==> config.mk <==
export PLATFORM = sky130hd
export DESIGN_NAME = tob_ctrl
export DESIGN_NICKNAME = d
export VERILOG_FILES = /design/src/assert_macros.svh /design/src/tob_pkg.sv /design/src/tob_ctrl.sv
export SDC_FILE = /design/constraint.sdc
export NUM_CORES = 1
export LEC_CHECK = 0
export BUFFER_PORTS_ARGS = -buffer_cell sky130_fd_sc_hd__buf_2
export CAP_MARGIN = 15
export CORE_AREA = 2 2 39 41
export CTS_BUF_LIST = sky130_fd_sc_hd__clkbuf_8
export DETAILED_ROUTE_END_ITERATION = 7
export DIE_AREA = 0 0 41 43
export PLACE_DENSITY = 0.69
export SETUP_SLACK_MARGIN = 0.02
export SYNTH_ARGS = -nofsm -noshare
export SYNTH_HDL_FRONTEND = slang
export SYNTH_SLANG_ARGS = --single-unit
==> constraint.sdc <==
create_clock -name clk -period 2.82 [get_ports clk]
set_input_delay 0.564 -clock clk [delete_from_list [all_inputs] [get_ports clk]]
set_output_delay 0.564 -clock clk [all_outputs]
set_load 0.1 [all_outputs]
==> src/assert_macros.svh <==
// Assertion macros used by the text overlay blitter top level.
`ifndef ASSERT_MACROS_SVH
`define ASSERT_MACROS_SVH

// Property must hold at every rising clock edge outside reset.
`define TOB_ASSERT(lbl, clk, rst_n, prop) \
	lbl: assert property (@(posedge clk) disable iff (!rst_n) prop) \
		else $error("%m: assertion failed");

// Condition must never be true outside reset.
`define TOB_NEVER(lbl, clk, rst_n, cond) \
	lbl: assert property (@(posedge clk) disable iff (!rst_n) !(cond)) \
		else $error("%m: forbidden condition seen");

`endif

==> src/tob_pkg.sv <==
// Shared constants, types and controller/datapath structs of the overlay blitter.
`default_nettype none

package tob_pkg;

	localparam int PLANE_COLS  = 40;
	localparam int PLANE_ROWS  = 48;
	localparam int FONT_GLYPHS = 64;

	localparam int PLANE_DEPTH  = PLANE_COLS * PLANE_ROWS;
	localparam int PLANE_ADDR_W = $clog2(PLANE_DEPTH);
	localparam int FONT_DEPTH   = 512;
	localparam int FONT_ADDR_W  = $clog2(FONT_DEPTH);

	localparam int OP_W    = 2;
	localparam int X_W     = 10;
	localparam int Y_W     = 6;
	localparam int W_W     = 10;
	localparam int H_W     = 6;
	localparam int CODE_W  = 8;
	localparam int BYTE_W  = 8;
	localparam int COL_W   = X_W - 3;
	localparam int GLYPH_H = 8;
	localparam int GROW_W  = $clog2(GLYPH_H);

	localparam logic [BYTE_W-1:0] BYTE_ONES = 8'hFF;
	localparam logic [CODE_W-1:0] FONT_FIRST_RESET = 8'd32;

	typedef enum logic [OP_W-1:0] {
		OP_LOAD  = 2'd0,
		OP_CLEAR = 2'd1,
		OP_GLYPH = 2'd2,
		OP_READ  = 2'd3
	} tob_op_t;

	// Commands from the sequencer to the datapath.
	typedef struct packed {
		logic take;
		logic font_wr;
		logic font_rd;
		logic plane_rd;
		logic plane_wr;
		logic second;
		logic init_wr;
		logic row_adv;
		logic col_adv;
		logic res_load;
	} tob_cmd_t;

	// Status from the datapath back to the sequencer.
	typedef struct packed {
		logic    in_valid;
		tob_op_t op;
		logic    init_last;
		logic    read_ok;
		logic    rows_none;
		logic    cols_none;
		logic    glyph_drop;
		logic    spill;
		logic    row_last;
		logic    col_last;
		logic    out_free;
	} tob_sts_t;

endpackage

`default_nettype wire

==> src/tob_ctrl.sv <==
// Sequencer of the overlay blitter: init sweep, item dispatch and per-byte read-modify-write.
`default_nettype none

module tob_ctrl import tob_pkg::*; (
	input  logic     clk,
	input  logic     arst_n,
	input  tob_sts_t sts,
	output tob_cmd_t cmd
);

	typedef enum logic [2:0] {
		S_INIT,
		S_IDLE,
		S_DISPATCH,
		S_RD,
		S_WR,
		S_RD2,
		S_WR2,
		S_FINISH
	} state_t;

	state_t state_q;
	state_t state_nx;

	always_comb begin
		cmd      = '0;
		state_nx = state_q;
		unique case (state_q)
			S_INIT: begin
				cmd.init_wr = 1'b1;
				if (sts.init_last) begin
					state_nx = S_IDLE;
				end
			end
			S_IDLE: begin
				cmd.take = 1'b1;
				if (sts.in_valid) begin
					state_nx = S_DISPATCH;
				end
			end
			S_DISPATCH: begin
				unique case (sts.op)
					OP_LOAD: begin
						cmd.font_wr = 1'b1;
						state_nx    = S_FINISH;
					end
					OP_READ: begin
						cmd.plane_rd = sts.read_ok;
						state_nx     = S_FINISH;
					end
					OP_CLEAR: begin
						state_nx = (sts.cols_none || sts.rows_none) ? S_FINISH : S_RD;
					end
					default: begin
						state_nx = (sts.glyph_drop || sts.rows_none) ? S_FINISH : S_RD;
					end
				endcase
			end
			S_RD: begin
				cmd.plane_rd = 1'b1;
				cmd.font_rd  = 1'b1;
				state_nx     = S_WR;
			end
			S_RD2: begin
				cmd.plane_rd = 1'b1;
				cmd.second   = 1'b1;
				state_nx     = S_WR2;
			end
			S_WR, S_WR2: begin
				cmd.plane_wr = 1'b1;
				cmd.second   = (state_q == S_WR2);
				if (state_q == S_WR && sts.op == OP_GLYPH && sts.spill) begin
					state_nx = S_RD2;
				end else if (!sts.row_last) begin
					cmd.row_adv = 1'b1;
					state_nx    = S_RD;
				end else if (sts.op == OP_CLEAR && !sts.col_last) begin
					cmd.col_adv = 1'b1;
					state_nx    = S_RD;
				end else begin
					state_nx = S_FINISH;
				end
			end
			S_FINISH: begin
				if (sts.out_free) begin
					cmd.res_load = 1'b1;
					state_nx     = S_IDLE;
				end
			end
			default: begin
				state_nx = S_INIT;
			end
		endcase
	end

	always_ff @(posedge clk or negedge arst_n) begin
		if (!arst_n) begin
			state_q <= S_INIT;
		end else begin
			state_q <= state_nx;
		end
	end

endmodule

`default_nettype wire

==> flow_metrics.env, run 1 <==
export IMPL_syn_area_um2=390.4
export IMPL_viasPerCell=4.557
export IMPL_drive_gt1_share_pct=47.22
export IMPL_status="finished clean"
export IMPL_final_cells=88
export IMPL_place_port_buffers=23
export IMPL_grt_max_degree=14
export IMPL_htreeDepth=1
export IMPL_fmax_ghz=0.4312
export IMPL_drcViolationCount=0
export IMPL_syn_num_nets=66
export IMPL_io_pin_count=24
export IMPL_ys_seq_elements=3
export IMPL_layout_common_cells="23 x buf_2, 5 x inv_1, 5 x nor2_1, 4 x a21oi_1, 4 x ha_1"
export IMPL_antennaDiodeCount=0
export IMPL_totalWireLength_um=866
export IMPL_gr_total_overflow=0
export IMPL_hold_buffers=0
export IMPL_crit_arrival_ns=1.75
export IMPL_largest_register="state_q"
export IMPL_avgRoutedWirePerCell_um=9.841
export IMPL_grt_pass1_vias=386
export IMPL_ant_nets=0
export IMPL_die_h_um=43
export IMPL_period_needed_ns=2.319
export IMPL_initial_core_util_pct=28.21
export IMPL_syn_to_final_growth_pct=42.95
export IMPL_clock_latency_ns=0.21
export IMPL_hpwlAfterDp_um=706.4
export IMPL_grt_pass1_wl_um=1449
export IMPL_crit_type="in -> out"
export IMPL_fin_nets=91
export IMPL_startpoint_type="input pin"
export IMPL_required_ns=2.26
export IMPL_fin_crit_sh_pct=82.23
export IMPL_rsz0062_at_grt="false"
export IMPL_cts_root_buf="clkbuf_8"
export IMPL_slew_violations=0
export IMPL_rr_worst_depth=3
export IMPL_fin_ws_ns=0.5010
export IMPL_num_rows=14
export IMPL_tightest_slew_ns=0.4864
export IMPL_hold_path_class="in -> async"
export IMPL_drt_initial_drc_count=5
export IMPL_vias=401
export IMPL_final_common_cell="buf_2"
export IMPL_finalHoldViolCount=0
export IMPL_synth_distinct_cells=26
export IMPL_syn_inst=48
export IMPL_gp_congestion=0.7295
export IMPL_largest_reg_flops=3
export IMPL_r2r_end="state_q[2]"
export IMPL_place_ws_ns=0.4852
export IMPL_clkSlewWorstSetupHoldPaths_ns=0.03
export IMPL_reg_top3="state_q: 3 flops"
export IMPL_yosysSeqAreaShare_pct=19.23
export IMPL_maxCapViolCount=0
export IMPL_crit_path_end_kind="output port"
export IMPL_clock_sinks=3
export IMPL_dp_cells=84
export IMPL_nFillCells=154
export IMPL_clockBufferDepth=2
export IMPL_reg2reg_slack_ns=1.63
export IMPL_grt_usage_pct=11.38
export IMPL_r2r_start="state_q[1]"
export IMPL_die_area_um2=1763
export IMPL_cts_tree="yes"
export IMPL_die_x_um=41
export IMPL_ctsResizeCount=0
export IMPL_drt_first_pass_iters=3
export IMPL_crit_fanout=3
export IMPL_avgSynthCellArea_um2=8.133
export IMPL_antenna_found_initial=0
export IMPL_yosys_warnings=0
export IMPL_clock_skew_ns=0.001724
export IMPL_setup_violations=0
export IMPL_cts_setup_buffers=0
export IMPL_cts_buffers_inserted=3
export IMPL_relSlewSlack_pct=67.79
export IMPL_core_area_um2=1384
==> synthesized netlist by cell type <==
cell / number / area, µm²
a21oi_1: 4 / 20.02
a221oi_1: 1 / 8.760
a32o_1: 1 / 10.01
and2_1: 1 / 6.260
and2b_1: 1 / 7.510
and3_1: 1 / 6.260
buf_4: 1 / 7.510
buf_6: 2 / 22.52
dfrtp_1: 3 / 75.07
ha_1: 4 / 50.05
inv_1: 4 / 15.01
inv_2: 1 / 3.750
mux2i_1: 1 / 10.01
nand2_1: 3 / 11.26
nand2b_1: 1 / 6.260
nand3_1: 3 / 15.01
nand3b_4: 1 / 20.02
nor2_1: 6 / 22.52
nor2b_1: 2 / 12.51
nor3_1: 1 / 5.000
nor3_2: 1 / 10.01
nor3b_1: 1 / 7.510
o211ai_2: 1 / 12.51
o22a_1: 1 / 8.760
o31ai_1: 1 / 7.510
xor2_1: 1 / 8.760
==> critical path, cell delays in order <==
cell and delay (ns):
buf_2 0.11, inv_1 0.07, ha_1 0.18, nor2b_1 0.20, nor3b_2 0.18, buf_2 0.44
==> worst max-delay path by stage <==
stage / depth (start not counted) / slack, ns / from / endpoint
floorplan: 3 / -0.37 / state_q[0] / cmd[1]
global placement: 6 / 0.52 / sts[10] / cmd[1]
detailed placement: 6 / 0.49 / sts[10] / cmd[1]
CTS: 6 / 0.49 / sts[10] / cmd[1]
global route: 6 / 0.37 / sts[10] / cmd[1]
finish: 6 / 0.50 / sts[10] / cmd[1]
==> stage by stage <==
stage | util (%) | TNS, ns | cell area (µm²) | hold slack, ns
3_5_place_dp | 37.07 | 0 | 513.0 | 0.3598
4_1_cts | 40.33 | 0 | 558.0 | 0.1379
6_report | 40.33 | 0 | 558.0 | 0.1394
2_1_floorplan | - | -0.3710 | 407.9 | 0.2684
5_1_grt | 40.33 | 0 | 558.0 | 0.1411
3_3_place_gp | 37.07 | 0 | 513.0 | 0.3594
==> routing by layer <==
| metal | wire (µm) | vias up | global-route usage, % |
|---|---|---|---|
| met5 | 0 | - | 0 |
| met2 | 415 | 12 | 18.75 |
| li1 | - | 211 | - |
| met4 | 0 | 0 | 2.000 |
| met3 | 45 | 0 | 3.141 |
| met1 | 405 | 178 | 14.29 |
==> cells by family after synthesis <==
group,synth area share (%)
simple gates,33.33
compound gates,17.31
buf+inv,12.50
fa+ha+maj,12.82
flops,19.23
xor+xnor,2.244
mux,2.564
==> area by class of cell <==
class | instances | area [µm²] | share of cell area [%]
clock inverters | 1 | 3.754 | 0.6726
repair buffers | 23 | 115.1 | 20.63
clock buffers | 3 | 41.29 | 7.399
flip-flops and latches | 3 | 75.07 | 13.45
multi-input cells | 37 | 284.0 | 50.90
inverters | 5 | 18.77 | 3.363
well taps | 16 | 20.02 | 3.587
Power of run 1 is not shown: default switching activity piles up to over one toggle a cycle in this logic, so the estimate is an artifact.
==> inputs of run 2 (changes only) <==
- clock period: 2.82 -> 2.3 ns (I/O delays scaled with it)
==> run 2 against run 1 <==
Cell count did not move. Non-clock buffer count did not move. Via count rose by 6.5%. Clock-buffer cell count did not move. Global-route usage rose by 0.70 points. Register-to-register slack got worse by 0.54 ns. Critical path depth fell by 2. Worst setup slack got worse by 0.28 ns. Critical path type is now reg -> out. Routed wire length rose by 6.5%. Highest routed layer is now met4. Clock skew rose by 0.0021 ns. Largest cell class unchanged.
==> flow_metrics.env, run 2 (same netlist as run 1, synthesis figures left out) <==
export IMPL_syn_to_final_growth_pct=56.09
export IMPL_drt_initial_drc_count=5
export IMPL_cts_setup_buffers=0
export IMPL_relSlewSlack_pct=67.99
export IMPL_required_ns=1.84
export IMPL_cts_tree="yes"
export IMPL_ant_nets=0
export IMPL_rsz0062_at_grt="false"
export IMPL_die_h_um=43
export IMPL_clockBufferDepth=2
export IMPL_critPathTopFamily="flip-flops"
export IMPL_hold_path_class="in -> async"
export IMPL_nFillCells=152
export IMPL_slew_violations=0
export IMPL_status="finished clean"
export IMPL_avgRoutedWirePerCell_um=10.48
export IMPL_antenna_found_initial=0
export IMPL_final_common_cell="buf_2"
export IMPL_grt_pass1_wl_um=1414
export IMPL_critical_path_buf_inv_count=1
export IMPL_startpoint_type="flop"
export IMPL_clock_latency_ns=0.22
export IMPL_crit_path_end_kind="output port"
export IMPL_clkSlewWorstSetupHoldPaths_ns=0.03
export IMPL_drt_first_pass_iters=4
export IMPL_hold_buffers=0
export IMPL_htreeDepth=1
export IMPL_drcViolationCount=0
export IMPL_cpPeakStageDelay_ns=0.61
export IMPL_layout_common_cells="21 x buf_2, 5 x inv_1, 5 x nor2_1, 4 x a21oi_1, 4 x ha_1"
export IMPL_crit_arrival_ns=1.62
export IMPL_hpwlAfterDp_um=720
export IMPL_finalHoldViolCount=0
export IMPL_initial_core_util_pct=28.21
export IMPL_gr_total_overflow=0
export IMPL_grt_max_degree=14
export IMPL_cts_root_buf="clkbuf_8"
export IMPL_gp_congestion=0.7856
export IMPL_viasPerCell=4.852
export IMPL_grt_usage_pct=12.08
export IMPL_totalWireLength_um=922
export IMPL_vias=427
export IMPL_num_rows=14
export IMPL_clock_skew_ns=0.003867
export IMPL_io_pin_count=24
export IMPL_tightest_slew_ns=0.4834
export IMPL_fmax_ghz=0.4816
export IMPL_crit_chain="and2b_2 > nand2_1 > nor3b_4 > buf_12"
export IMPL_fin_ws_ns=0.2235
export IMPL_die_area_um2=1763
export IMPL_core_area_um2=1384
export IMPL_reg_top3="state_q: 3 flops"
export IMPL_critPathSlowestCell="dfrtp_1"
export IMPL_period_needed_ns=2.076
export IMPL_cts_buffers_inserted=3
export IMPL_ctsResizeCount=0
export IMPL_fin_crit_sh_pct=90.28
export IMPL_crit_fanout=13
export IMPL_grt_pass1_vias=371
export IMPL_clock_sinks=3
export IMPL_fin_nets=91
export IMPL_drive_gt1_share_pct=48.61
export IMPL_place_port_buffers=23
export IMPL_crit_type="reg -> out"
export IMPL_maxCapViolCount=0
export IMPL_largest_register="state_q"
export IMPL_largest_reg_flops=3
export IMPL_antennaDiodeCount=0
export IMPL_setup_violations=0
export IMPL_place_ws_ns=0.3206
export IMPL_die_x_um=41
run 2: routing by layer:
layer | GRT usage, % | wire, µm | share of wire [%] | vias to the layer above
met3 | 3.141 | 71 | 7.7 | 4
met1 | 13.96 | 426 | 46 | 191
met5 | 0 | 0 | 0 | -
met4 | 10.00 | 31 | 3.4 | 0
li1 | - | - | - | 212
met2 | 17.50 | 393 | 43 | 20
run 2: stage by stage:
stage | utilization, % | TNS, ns | hold WS [ns] | std cells | area, µm²
2_1_floorplan | - | -0.1815 | 0.1644 | 48 | 429.2
3_3_place_gp | 40.78 | 0 | 0.2559 | 84 | 564.3
3_5_place_dp | 40.78 | 0 | 0.2566 | 84 | 564.3
4_1_cts | 44.03 | 0 | 0.03334 | 88 | 609.3
5_1_grt | 44.03 | 0 | 0.03516 | 88 | 609.3
6_report | 44.03 | 0 | 0.03170 | 88 | 609.3
run 2: path summary, 6_finish.rpt:
kind | from | to | slack [ns] | cells after the start
worst max register to register | state_q[1] | state_q[1] | 1.09 | 3
max in group asynchronous | arst_n | state_q[0] | 2.16 | 1
worst min register to register | state_q[1] | state_q[0] | 0.79 | 1
worst min-delay path | arst_n | state_q[1] | 0.03 | 1
min in group clk | sts[6] | state_q[2] | 0.57 | 4
worst max-delay path | state_q[2] | cmd[1] | 0.22 | 4
run 2: area by class of cell:
type,instances,area [µm²],share of cell area (%)
Multi-Input combinational cell,37,305.3,50.10
Timing Repair Buffer,23,145.1,23.82
Sequential cell,3,75.07,12.32
Clock buffer,3,41.29,6.776
Tap cell,16,20.02,3.285
Inverter,5,18.77,3.080
Clock inverter,1,3.754,0.6160
run 2: worst register-to-register path, cell delays in order (launching register included):
cell and delay, ns:
dfrtp_1 0.53, inv_1 0.18, a221oi_1 0.30, a21oi_1 0.07
Power of run 2 is left out for the same reason.
==> inputs of run 3 (changes only) <==
- CTS_BUF_LIST: sky130_fd_sc_hd__clkbuf_8 -> sky130_fd_sc_hd__clkbuf_4 sky130_fd_sc_hd__clkbuf_8 sky130_fd_sc_hd__clkbuf_16
==> run 3 against run 2 <==
Sequential share of layout area increased by 0.31 points. Cell count unchanged. Design area down 2.5%. Maximum frequency fell by 1.1%. Critical endpoint unchanged. Clock skew down 0.00068 ns. Global-route usage fell by 1.4 points. Via count decreased by 1.9%. Non-clock buffer count stayed put. Core utilization fell by 1.1 points. Die area unchanged.
==> flow_metrics.env, run 3 (same netlist as run 1, synthesis figures left out) <==
export IMPL_rr_worst_depth=3
export IMPL_totalWireLength_um=907
export IMPL_required_ns=1.84
export IMPL_gp_congestion=0.7856
export IMPL_status="finished clean"
export IMPL_startpoint_type="flop"
export IMPL_fmax_ghz=0.4763
export IMPL_num_rows=14
export IMPL_finalHoldViolCount=0
export IMPL_clockBufferDepth=2
export IMPL_io_pin_count=24
export IMPL_clock_latency_ns=0.24
export IMPL_crit_fanout=13
export IMPL_tightest_slew_ns=0.4834
export IMPL_finalInstanceArea_um2=594.3
export IMPL_layout_common_cells="21 x buf_2, 5 x nor2_1"
export IMPL_rsz0062_at_grt="false"
export IMPL_ant_nets=0
export IMPL_final_common_cell="buf_2"
export IMPL_avgRoutedWirePerCell_um=10.31
export IMPL_drt_first_pass_iters=2
export IMPL_r2r_start="state_q[1]"
export IMPL_place_port_buffers=23
export IMPL_hpwlAfterDp_um=720
export IMPL_hold_buffers=0
export IMPL_fin_setup_tns_ns=0
export IMPL_syn_to_final_growth_pct=52.24
export IMPL_cts_tree="yes"
export IMPL_crit_arrival_ns=1.64
export IMPL_die_x_um=41
export IMPL_htreeDepth=1
export IMPL_grt_pass1_vias=373
export IMPL_initial_core_util_pct=28.21
export IMPL_drt_initial_drc_count=4
export IMPL_reg_top3="state_q: 3 flops"
export IMPL_drcViolationCount=0
export IMPL_clkSlewWorstSetupHoldPaths_ns=0.04
export IMPL_drive_gt1_share_pct=50.00
export IMPL_cts_setup_buffers=0
export IMPL_antenna_found_initial=0
export IMPL_grt_max_degree=14
export IMPL_cts_root_buf="clkbuf_4"
export IMPL_nFillCells=156
export IMPL_vias=419
export IMPL_viasPerCell=4.761
export IMPL_hold_path_class="in -> async"
export IMPL_crit_path_end_kind="output port"
export IMPL_relSlewSlack_pct=67.99
export IMPL_final_util_pct=42.95
export IMPL_die_h_um=43
export IMPL_gr_total_overflow=0
export IMPL_largest_register="state_q"
export IMPL_period_needed_ns=2.100
export IMPL_crit_type="reg -> out"
export IMPL_reg2reg_slack_ns=1.11
export IMPL_maxCapViolCount=0
export IMPL_fin_crit_sh_pct=91.29
export IMPL_largest_reg_flops=3
export IMPL_r2r_end="state_q[2]"
export IMPL_clock_skew_ns=0.003190
export IMPL_setup_violations=0
export IMPL_core_area_um2=1384
export IMPL_die_area_um2=1763
export IMPL_grt_usage_pct=10.66
export IMPL_antennaDiodeCount=0
export IMPL_cts_buffers_inserted=3
export IMPL_post_dp_cell_area_um2=564.3
export IMPL_ctsResizeCount=0
export IMPL_clock_sinks=3
export IMPL_fin_nets=91
export IMPL_slew_violations=0
export IMPL_grt_pass1_wl_um=1338
## run 3: cell count changes in the layout (fill, tap and decap cells not counted), sizes merged
cell / delta
clkbuf: +1
inv: -1
## run 3: area by class of cell
class	instances	area [µm²]	share of cell area, %
Clock buffer	4	30.03	5.053
Timing Repair Buffer	23	145.1	24.42
Multi-Input combinational cell	37	305.3	51.37
Inverter	5	18.77	3.158
Sequential cell	3	75.07	12.63
Tap cell	16	20.02	3.368
## run 3: metrics by stage
stage,hold slack [ns],std cells,setup WS [ns]
2_1_floorplan,0.1644,48,-0.1815
6_report,0.009711,88,0.2003
3_5_place_dp,0.2566,84,0.3206
4_1_cts,0.009294,88,0.2015
5_1_grt,0.01701,88,0.1152
3_3_place_gp,0.2559,84,0.3503
## run 3: worst max-delay path by stage
stage | from | slack, ns | endpoint
5_1_grt | state_q[2] | 0.12 | cmd[1]
2_1_floorplan | state_q[0] | -0.18 | cmd[1]
3_5_place_dp | sts[9] | 0.32 | cmd[1]
3_3_place_gp | sts[10] | 0.35 | cmd[1]
4_1_cts | state_q[1] | 0.20 | cmd[8]
6_report | state_q[2] | 0.20 | cmd[1]
## run 3: layer usage
layer | wire, µm | GRT usage, % | up-vias | part of all wire [%]
met5 | 0 | 0 | - | 0
met4 | 14 | 6.000 | 0 | 1.5
met3 | 65 | 0 | 2 | 7.2
met2 | 402 | 17.50 | 18 | 44
met1 | 424 | 13.27 | 187 | 47
li1 | - | - | 212 | -
## run 3: critical path, stage by stage (launching register included)
cell     delay (ns)
dfrtp_1        0.61
and2b_2        0.23
nand2_1        0.12
nor3b_4        0.24
buf_12         0.20
Power of run 3 is left out for the same reason.
